[config.mk]
export PLATFORM = sky130hd
export DESIGN_NAME = sha1_block_compress
export DESIGN_NICKNAME = d
export VERILOG_FILES = /design/src/rtl/sha1bc_pkg.sv /design/src/rtl/sha1_block_compress.sv /design/src/rtl/sha1bc_ctrl.sv /design/src/rtl/sha1bc_sched.sv /design/src/rtl/sha1bc_round.sv
export VERILOG_INCLUDE_DIRS = /design/src /design/src/rtl
export SDC_FILE = /design/constraint.sdc
export NUM_CORES = 2
export LEC_CHECK = 0
export BUFFER_PORTS_ARGS = -buffer_cell sky130_fd_sc_hd__buf_2
export CORE_MARGIN = 3
export CORE_UTILIZATION = 61
export CTS_BUF_LIST = sky130_fd_sc_hd__clkbuf_8
export DETAILED_ROUTE_END_ITERATION = 8
export PLACE_DENSITY = 0.79
export SLEW_MARGIN = 15
export SYNTH_ARGS = -nofsm -noshare
export SYNTH_HDL_FRONTEND = slang
export SYNTH_SLANG_ARGS = --single-unit
[constraint.sdc]
create_clock -name clock -period 36.8 [get_ports clock]
set_input_delay 9.2 -clock clock [delete_from_list [all_inputs] [get_ports clock]]
set_output_delay 9.2 -clock clock [all_outputs]
set_load 0.01 [all_outputs]
[src/rtl/sha1_block_compress_assert.svh]
// Assertion macros shared by the block's checking code.
`ifndef SHA1_BLOCK_COMPRESS_ASSERT_SVH
`define SHA1_BLOCK_COMPRESS_ASSERT_SVH

// Checked on every rising edge of clock while reset is low.
`define SBC_ASSERT(label, prop, msg) \
   label: assert property (@(posedge clock) disable iff (reset) prop) else $error(msg);

// Checked on every rising edge of clock, reset included.
`define SBC_ASSERT_ALWAYS(label, prop, msg) \
   label: assert property (@(posedge clock) prop) else $error(msg);

`endif

[src/rtl/sha1bc_pkg.sv]
package sha1bc_pkg;

   localparam int unsigned WordWidth  = 32;
   localparam int unsigned BlockWords = 16;
   localparam int unsigned NumRounds  = 80;
   localparam int unsigned GroupLen   = 20;
   localparam int unsigned CountWidth = $clog2(BlockWords);
   localparam int unsigned RoundWidth = $clog2(NumRounds);

   localparam int unsigned TapT3  = BlockWords - 3;
   localparam int unsigned TapT8  = BlockWords - 8;
   localparam int unsigned TapT14 = BlockWords - 14;

   localparam logic [CountWidth-1:0] LastWord  = CountWidth'(BlockWords - 1);
   localparam logic [RoundWidth-1:0] LastRound = RoundWidth'(NumRounds - 1);

   localparam logic [WordWidth-1:0] Iv0 = 32'h6745_2301;
   localparam logic [WordWidth-1:0] Iv1 = 32'hEFCD_AB89;
   localparam logic [WordWidth-1:0] Iv2 = 32'h98BA_DCFE;
   localparam logic [WordWidth-1:0] Iv3 = 32'h1032_5476;
   localparam logic [WordWidth-1:0] Iv4 = 32'hC3D2_E1F0;

   localparam logic [WordWidth-1:0] K0 = 32'h5A82_7999;
   localparam logic [WordWidth-1:0] K1 = 32'h6ED9_EBA1;
   localparam logic [WordWidth-1:0] K2 = 32'h8F1B_BCDC;
   localparam logic [WordWidth-1:0] K3 = 32'hCA62_C1D6;

   typedef enum logic [1:0] {
      GRP_CHOOSE,
      GRP_PARITY_LO,
      GRP_MAJORITY,
      GRP_PARITY_HI
   } group_type;

   typedef enum logic [1:0] {
      ST_IDLE,
      ST_ROUND,
      ST_FINAL
   } state_type;

   typedef struct packed {
      logic [WordWidth-1:0] msg_word;
      logic                 start_message;
   } req_type;

   typedef struct packed {
      logic [WordWidth-1:0] hash_a;
      logic [WordWidth-1:0] hash_b;
      logic [WordWidth-1:0] hash_c;
      logic [WordWidth-1:0] hash_d;
      logic [WordWidth-1:0] hash_e;
   } rsp_type;

   typedef struct packed {
      logic      busy;
      logic      step;
      logic      first16;
      group_type grp;
      logic      fin;
   } ctrl_type;

   localparam rsp_type InitHash = '{hash_a: Iv0, hash_b: Iv1, hash_c: Iv2,
                                    hash_d: Iv3, hash_e: Iv4};

   function automatic logic [WordWidth-1:0] round_const(input group_type grp);
      logic [WordWidth-1:0] k;
      case (grp)
         GRP_CHOOSE:    k = K0;
         GRP_PARITY_LO: k = K1;
         GRP_MAJORITY:  k = K2;
         GRP_PARITY_HI: k = K3;
         default:       k = K0;
      endcase
      return k;
   endfunction

   function automatic logic [WordWidth-1:0] rotl1(input logic [WordWidth-1:0] x);
      return {x[WordWidth-2:0], x[WordWidth-1]};
   endfunction

   function automatic logic [WordWidth-1:0] rotl5(input logic [WordWidth-1:0] x);
      return {x[WordWidth-6:0], x[WordWidth-1 -: 5]};
   endfunction

   function automatic logic [WordWidth-1:0] rotl30(input logic [WordWidth-1:0] x);
      return {x[1:0], x[WordWidth-1:2]};
   endfunction

endpackage

[src/rtl/sha1_block_compress.sv]
// Words enter one per cycle while req_stall is low; once a block's sixteenth word is accepted,
// its rounds run in turn on the single round unit, followed by the chaining add, and no
// word is taken until that is done; the result then appears on rsp_data with rsp_valid.
// Reset (synchronous, active high) loads the initial hash, clears the word counter and
// drops any pending result; the message word window holds no valid data until written.
`include "sha1_block_compress_assert.svh"

module sha1_block_compress (
   input  logic                clock,
   input  logic                reset,
   input  logic                req_valid,
   output logic                req_stall,
   input  sha1bc_pkg::req_type req_data,
   output logic                rsp_valid,
   input  logic                rsp_stall,
   output sha1bc_pkg::rsp_type rsp_data
);
   import sha1bc_pkg::*;

   ctrl_type              ctl;
   rsp_type               chain_ff, chain_in;
   rsp_type               rsp_data_ff, rsp_data_in;
   rsp_type               work;
   logic                  rsp_valid_ff, rsp_valid_in;
   logic [CountWidth-1:0] word_count_ff, word_count_in;
   logic [WordWidth-1:0]  w_cur;
   logic                  req_accept;
   logic                  go;

   assign req_stall  = ctl.busy || (rsp_valid_ff && (word_count_ff == LastWord));
   assign req_accept = req_valid && !req_stall;
   assign go         = req_accept && !req_data.start_message && (word_count_ff == LastWord);

   always_comb begin
      chain_in      = chain_ff;
      word_count_in = word_count_ff;
      rsp_data_in   = rsp_data_ff;
      rsp_valid_in  = rsp_valid_ff && rsp_stall;
      if (req_accept) begin
         if (req_data.start_message) begin
            chain_in      = InitHash;
            word_count_in = CountWidth'(1);
         end else begin
            word_count_in = word_count_ff + 1'b1;
         end
      end
      if (ctl.fin) begin
         chain_in.hash_a = chain_ff.hash_a + work.hash_a;
         chain_in.hash_b = chain_ff.hash_b + work.hash_b;
         chain_in.hash_c = chain_ff.hash_c + work.hash_c;
         chain_in.hash_d = chain_ff.hash_d + work.hash_d;
         chain_in.hash_e = chain_ff.hash_e + work.hash_e;
         rsp_data_in     = chain_in;
         rsp_valid_in    = 1'b1;
      end
   end

   always_ff @(posedge clock) begin
      if (reset) begin
         chain_ff      <= InitHash;
         word_count_ff <= '0;
         rsp_valid_ff  <= 1'b0;
      end else begin
         chain_ff      <= chain_in;
         word_count_ff <= word_count_in;
         rsp_valid_ff  <= rsp_valid_in;
      end
   end

   always_ff @(posedge clock) begin
      rsp_data_ff <= rsp_data_in;
   end

   assign rsp_valid = rsp_valid_ff;
   assign rsp_data  = rsp_data_ff;

   sha1bc_ctrl u_ctrl (
      .clock (clock),
      .reset (reset),
      .go    (go),
      .ctl   (ctl)
   );

   sha1bc_sched u_sched (
      .clock   (clock),
      .word_en (req_accept),
      .word_in (req_data.msg_word),
      .ctl     (ctl),
      .w_out   (w_cur)
   );

   sha1bc_round u_round (
      .clock (clock),
      .load  (go),
      .chain (chain_ff),
      .ctl   (ctl),
      .w_in  (w_cur),
      .work  (work)
   );

   `SBC_ASSERT(a_busy_stalls, ctl.busy |-> req_stall, "input taken during compression")
   `SBC_ASSERT(a_block_starts_rounds, go |=> (ctl.step && ctl.first16), "rounds not started")
   `SBC_ASSERT(a_result_from_final, $rose(rsp_valid_ff) |-> $past(ctl.fin), "stray result")
   `SBC_ASSERT(a_no_overwrite, (ctl.fin && !reset) |-> !$past(rsp_valid_ff && go), "overwrite")

endmodule

[src/rtl/sha1bc_ctrl.sv]
module sha1bc_ctrl (
   input  logic                clock,
   input  logic                reset,
   input  logic                go,
   output sha1bc_pkg::ctrl_type ctl
);
   import sha1bc_pkg::*;

   state_type              state_ff, state_in;
   logic [RoundWidth-1:0]  rnd_ff, rnd_in;

   always_ff @(posedge clock) begin
      if (reset) begin
         state_ff <= ST_IDLE;
         rnd_ff   <= '0;
      end else begin
         state_ff <= state_in;
         rnd_ff   <= rnd_in;
      end
   end

   always_comb begin
      state_in = state_ff;
      rnd_in   = rnd_ff;
      case (state_ff)
         ST_IDLE: begin
            rnd_in = '0;
            if (go) begin
               state_in = ST_ROUND;
            end
         end
         ST_ROUND: begin
            rnd_in = rnd_ff + 1'b1;
            if (rnd_ff == LastRound) begin
               state_in = ST_FINAL;
               rnd_in   = '0;
            end
         end
         ST_FINAL: begin
            state_in = ST_IDLE;
         end
         default: begin
            state_in = ST_IDLE;
            rnd_in   = '0;
         end
      endcase
   end

   always_comb begin
      ctl         = '0;
      ctl.first16 = (rnd_ff < RoundWidth'(BlockWords));
      if (rnd_ff < RoundWidth'(GroupLen)) begin
         ctl.grp = GRP_CHOOSE;
      end else if (rnd_ff < RoundWidth'(2 * GroupLen)) begin
         ctl.grp = GRP_PARITY_LO;
      end else if (rnd_ff < RoundWidth'(3 * GroupLen)) begin
         ctl.grp = GRP_MAJORITY;
      end else begin
         ctl.grp = GRP_PARITY_HI;
      end
      case (state_ff)
         ST_IDLE: begin
            ctl.busy = 1'b0;
         end
         ST_ROUND: begin
            ctl.busy = 1'b1;
            ctl.step = 1'b1;
         end
         ST_FINAL: begin
            ctl.busy = 1'b1;
            ctl.fin  = 1'b1;
         end
         default: begin
            ctl.busy = 1'b1;
         end
      endcase
   end

endmodule

[src/rtl/sha1bc_sched.sv]
module sha1bc_sched (
   input  logic                                clock,
   input  logic                                word_en,
   input  logic [sha1bc_pkg::WordWidth-1:0]    word_in,
   input  sha1bc_pkg::ctrl_type                ctl,
   output logic [sha1bc_pkg::WordWidth-1:0]    w_out
);
   import sha1bc_pkg::*;

   logic [BlockWords-1:0][WordWidth-1:0] win_ff, win_in;
   logic [WordWidth-1:0]                 expanded;
   logic [WordWidth-1:0]                 shift_word;

   assign expanded = rotl1(win_ff[TapT3] ^ win_ff[TapT8] ^ win_ff[TapT14] ^ win_ff[0]);
   assign w_out    = ctl.first16 ? win_ff[0] : expanded;

   always_comb begin
      shift_word = word_en ? word_in : w_out;
      win_in     = win_ff;
      if (word_en || ctl.step) begin
         win_in = {shift_word, win_ff[BlockWords-1:1]};
      end
   end

   always_ff @(posedge clock) begin
      win_ff <= win_in;
   end

endmodule

[src/rtl/sha1bc_round.sv]
module sha1bc_round (
   input  logic                             clock,
   input  logic                             load,
   input  sha1bc_pkg::rsp_type              chain,
   input  sha1bc_pkg::ctrl_type             ctl,
   input  logic [sha1bc_pkg::WordWidth-1:0] w_in,
   output sha1bc_pkg::rsp_type              work
);
   import sha1bc_pkg::*;

   rsp_type              work_ff, work_in;
   logic [WordWidth-1:0] f_val;
   logic [WordWidth-1:0] sum;

   always_comb begin
      case (ctl.grp)
         GRP_CHOOSE: begin
            f_val = (work_ff.hash_b & work_ff.hash_c) | (~work_ff.hash_b & work_ff.hash_d);
         end
         GRP_MAJORITY: begin
            f_val = (work_ff.hash_b & work_ff.hash_c) | (work_ff.hash_b & work_ff.hash_d)
                  | (work_ff.hash_c & work_ff.hash_d);
         end
         default: begin
            f_val = work_ff.hash_b ^ work_ff.hash_c ^ work_ff.hash_d;
         end
      endcase
   end

   assign sum = rotl5(work_ff.hash_a) + f_val + work_ff.hash_e + w_in + round_const(ctl.grp);

   always_comb begin
      work_in = work_ff;
      if (load) begin
         work_in = chain;
      end else if (ctl.step) begin
         work_in.hash_a = sum;
         work_in.hash_b = work_ff.hash_a;
         work_in.hash_c = rotl30(work_ff.hash_b);
         work_in.hash_d = work_ff.hash_c;
         work_in.hash_e = work_ff.hash_d;
      end
   end

   always_ff @(posedge clock) begin
      work_ff <= work_in;
   end

   assign work = work_ff;

endmodule
Yosys cells after proc, flatten, opt, wreduce, memory -nomap -nowiden:

Cells that the tools add are included.

* register bits: 1006
* input bits: 37
* output and inout port bits: 162
* logic and storage cells: 110

* add/subtract/negate cells: 11
* order comparisons: 4
* equal/unequal tests: 9
* multiplexer cells: 22
* bitwise operators: 13
* reductions and logical operators: 16

Operators by type and width (number)
* 160-bit two-way mux: 5
* 32-bit adder: 9
* 32-bit bitwise XOR: 5
* 32-bit AND: 4
* 32-bit case mux with 4 select lines: 1
* 32-bit bitwise OR: 3
* 32-bit two-way mux: 2
* 32-bit case mux with 2 select lines: 1
* 32-bit inverter: 1
* 7-bit by 5-bit < comparator with 1-bit output (second input constant): 2
* 7-bit by 6-bit < comparator with 1-bit output (second input constant): 2
* 7-bit case mux with 2 select lines: 1
* 2-bit two-way mux: 4
* 7-bit by 1-bit adder with 7-bit output (second input constant): 1
* 7-bit equality test (second input constant): 1
* 7-bit two-way mux: 1
* 2-bit equality test (second input constant): 3
* 2-bit nonzero test: 3
* 1-bit logical AND: 5
* 1-bit two-way mux: 5
* 4-bit by 1-bit adder with 4-bit output (second input constant): 1
* 2-bit by 1-bit equality test with 1-bit output (second input constant): 2
* 4-bit equality test (second input constant): 1
* 2-bit zero test: 2
* other kinds (7): 10

Longest topological paths before layout:

* word-level depth: 12
* gate-level depth with buffers: 29
* depth with buffers taken out: 26

By module:

Synthesis repeated with hierarchy kept, for this count alone.

* cell total of the unflattened synthesis: 3954
* area total of the unflattened synthesis: 48632.9 µm²

Modules (own cells, without submodules)
* sha1_block_compress: instances 1, cells each 1823, area each 18301.3 µm², seq. area each 8107.8 µm²
* sha1bc_sched: instances 1, cells each 755, area each 17170.2 µm², seq. area each 15374.7 µm²
* sha1bc_round: instances 1, cells each 1313, area each 12642.1 µm², seq. area each 4804.6 µm²
* sha1bc_ctrl: instances 1, cells each 63, area each 519.2 µm², seq. area each 180.2 µm²

Worst setup path before layout:

No wires, ideal clock.

* kind: input to register
* start: input req_valid
* end: register u_sched.win_ff[0] (netlist bit), enable pin
* library setup time: 3.677 ns
* data arrival time: 17.893 ns
* required time: 33.123 ns
* path slack: 15.230 ns
* cell stages on the path: 3
* path buffers: 1
* path through: nand3_1 -> clkbuf_1 -> nand2_1

* word-level cells in the longest chain between the ends: 2

RTL lines
* start: declaration: RTL line sha1_block_compress.sv:11 `input logic req_valid,`
* 1-bit logical AND: RTL line sha1_block_compress.sv:31 `assign req_accept = req_valid && !req_stall;`
* 1-bit logical OR: RTL line sha1bc_sched.sv:20 `if (word_en || ctl.step) begin`
* end signal: assignment: RTL line sha1bc_sched.sv:26 `win_ff <= win_in;`
* end: declaration: RTL line sha1bc_sched.sv:10 `logic [BlockWords-1:0][WordWidth-1:0] win_ff, win_in;`

No other way between the ends.
A chain may end at the register's enable or synchronous reset.

Worst setup path in the final report:

* start: input req_valid
* end: register u_round.work_ff, in the netlist u_round.work[15], enable pin

* word-level cells in the longest chain between the ends: 4

RTL lines
* 1-bit logical AND: RTL line sha1_block_compress.sv:31
* 1-bit logical AND (2 in a row): RTL line sha1_block_compress.sv:32 `assign go = req_accept && !req_data.start_message && (word_count_ff == LastWord);`
* 2-bit nonzero test (no line)
* end signal: assignment: RTL line sha1bc_round.sv:46 `work_ff <= work_in;`
* end: declaration: RTL line sha1bc_round.sv:11 `rsp_type work_ff, work_in;`

No other way between the ends.

==> results.py <==
metrics = {
    "clock_tree": {
        "cts_max_level": 4,
        "cts_setup_buffers": 0,
        "numCtsBuffers": 157,
        "clock-sinks": 1006,
        "cts_resized": 0,
        "clock_latency_ns": 0.81,
        "cts_tree": "yes",
        "clockBufferDepth": 3,
        "root_buffer": "clkbuf_8",
        "clkTransAtPathRegs_ns": 0.07,
        "hold_buffers": 0,
    },
    "layout": {
        "utilization_pct": 68.5,
        "fin_nets": 4335,
        "fillers": 5476,
        "final-instance-count-excl-fill": 5141,
        "areaGrowthSynthToFinish_pct": 11.1,
        "drive_above_1_share_pct": 12.3,
    },
    "timing": {
        "setup_violations": 0,
        "period_share_pct": 32.0,
        "max_freq_ghz": 0.0850,
        "min_period_ns": 11.76,
        "rsz0062_at_grt": "false",
        "finClkSkew_ns": 0.0388,
        "setup_tns_ns": 0,
        "slew_headroom_pct": 23.7,
        "worst_pin_slew_ns": 1.14,
        "finalHoldViolCount": 0,
        "slew_viol_final": 0,
    },
    "worst_hold_path": {
        "hold_class": "register to register",
    },
    "place": {
        "dp_hpwl_um": 74000,
        "dp_cells": 4846,
        "place.gp.congestion": 0.960,
        "numPortBuffers": 198,
    },
    "routing": {
        "drc": 0,
        "via_per_inst": 5.92,
        "dr.pass1.iters": 8,
        "vias": 30500,
        "ant_nets": 0,
        "drt-wirelength-per-cell_um": 21.3,
        "routed_wl_um": 109000,
        "drtIter0Drc": 3237,
    },
    "job": {
        "maxCapViolations": 0,
    },
    "synth": {
        "yosys_warnings": 0,
        "synth-edff-count": 832,
        "ys_ff_latch": 1006,
        "synth_top_area_share_pct": 53.3,
        "synthesis.area_um2": 46900,
        "syn-num-nets": 4078,
        "synthFlopType": "edfxtp_1",
        "ys_seq_area_share_pct": 60.7,
        "synth.top_cells.by_count": "edfxtp_1 (832), nand2_1 (598), xnor2_1 (219)",
        "synthCells": 3718,
        "syn_area_per_cell_um2": 12.6,
        "synth.most_common_cell": "edfxtp_1",
        "yosys.area.top_type": "edfxtp_1",
        "synth_area_leaders": "edfxtp_1 (53%), dfxtp_1 (7.4%), fa_1 (5.3%)",
        "synthArstFlopShare_pct": 0,
        "synth.distinct_cells": 72,
    },
    "status": {
        "status": "completed",
    },
    "floorplan": {
        "die_w_um": 283,
        "start_util_pct": 61.6,
        "dieArea_um2": 80200,
        "io_pins": 199,
        "core_um2": 76100,
        "dieHeight_um": 283,
        "rows": 101,
    },
    "power_and_ir_drop": {
        "total_leakage_power_uw": 0.0201,
        "totalPowerFinal_uw": 2280,
        "peakVddDrop_v": 0.0000294,
        "powerDensity_nw_per_um2": 43.9,
    },
    "global_routing": {
        "use_met2_pct": 41.3,
        "grt_start_max_net_pins": 228,
        "grt_overflow_total": 0,
        "grt_busiest_layer": "met2",
        "gr-usage-all-layers_pct": 27.0,
        "grtUsageMet3_pct": 4.60,
        "grt_pass1_vias": 29300,
        "grt.met1_usage_pct": 39.5,
        "antenna_found_initial": 2,
        "grt_pass1_wl_um": 167000,
    },
    "critical_path": {
        "cp_max_fo": 84,
        "crit_required_ns": 37.22,
        "critPathLaunchType": "primary input",
        "cp.arrival_ns": 12.18,
        "crit_type": "primary input to register",
        "cp-end-kind": "register",
    },
}
## power by group
group / switching (uW) / internal [uW] / total, uW
combinational: 47.9 / 26.5 / 74.4
sequential: 14.0 / 1270 / 1280
clock: 446 / 482 / 928
total: 508 / 1780 / 2280
## per-layer routing
metal,wire [um],part of all wire [%],vias to the layer above
met3,8890,8.1,205
met1,47200,43,14900
li1,-,-,14100
met4,3510,3.2,2
met2,49600,45,1262
met5,13,0.012,-
## registers in the layout, indices dropped and copies added (netlist names)
signal and count:
u_round.work 160, u_ctrl.rnd_ff 7, rsp_data 160, word_count_ff 4, rsp_valid 1, u_sched.win_ff 512
u_ctrl.state_ff 2, chain_ff 160
## final cells by class
class	count	area (um2)	share of cell area [%]
Sequential cell	1006	28500	54.7
Multi-Input combinational cell	2466	17500	33.7
Clock buffer	173	2380	4.57
Tap cell	1030	1290	2.47
Timing Repair Buffer	223	1190	2.29
Clock inverter	119	747	1.43
Inverter	121	462	0.887
Antenna cell	3	7.51	0.0144
## cell families (layout without fill, tap and decap cells)
group / after synthesis / after routing / synth area share [%]
AND/OR/NAND/NOR: 1032 / 1032 / 9.50
flip-flops: 1006 / 1006 / 60.7
AO/OA/AOI/OAI: 807 / 807 / 11.3
adder cells (fa/ha/maj): 324 / 324 / 10.6
XOR/XNOR: 267 / 267 / 4.99
buffers and inverters: 246 / 636 / 1.97
multiplexers: 36 / 36 / 0.852
other: 0 / 3 / 0
## layout by cell type (no fill, tap or decap), types with 23 or more instances in the layout
cell	Yosys	routed
dfxtp_1	174	174
a22o_1	33	33
fa_1	125	125
edfxtp_1	832	832
a22oi_1	67	67
nand2b_1	79	77
clkinv_1	0	34
o21ai_0	182	182
buf_4	0	25
clkinv_2	0	26
a21oi_1	189	188
clkbuf_8	0	173
o21a_1	29	29
nor2b_1	23	23
o21bai_1	25	25
nand2_1	598	595
nand3_1	40	40
mux2_2	31	31
buf_2	0	197
inv_1	120	157
xnor2_1	219	219
o22a_1	32	32
nor3_1	33	32
ha_1	198	198
nor2_1	180	178
o22ai_1	44	44
xor2_1	48	48
a21o_1	80	80
## per-stage QoR
stage	worst slack [ns]	cell area [um2]	hold WS, ns
after floorplan	15.23	46900	0.400
after global placement	24.35	48900	0.400
after detailed placement	24.25	48900	0.405
after CTS	25.11	52100	0.407
after global routing	24.88	52100	0.407
final	25.04	52100	0.401
## critical path, cell delays in order
cell and delay [ns]:
buf_2 0.12, nand3_1 0.06, buf_4 0.38, nor2_1 0.19
nand4_1 0.14, buf_4 0.77, nand2_4 0.65, buf_4 0.61
## path summary, 6_finish.rpt
path                                       from  depth (start not counted)                            end  slack, ns
hold reg to reg   u_sched.win_ff[502]$_DFFE_PP_                          0  u_sched.win_ff[470]$_DFFE_PP_       0.40
setup reg to reg  u_ctrl.rnd_ff[5]$_SDFFE_PP0N_                         28    u_round.work[149]$_DFFE_PP_      28.36
hold / removal    u_sched.win_ff[502]$_DFFE_PP_                          0  u_sched.win_ff[470]$_DFFE_PP_       0.40
setup / recovery                      req_valid                          8     u_round.work[15]$_DFFE_PP_      25.04
Note: power is estimated with default switching activity, not from simulation.
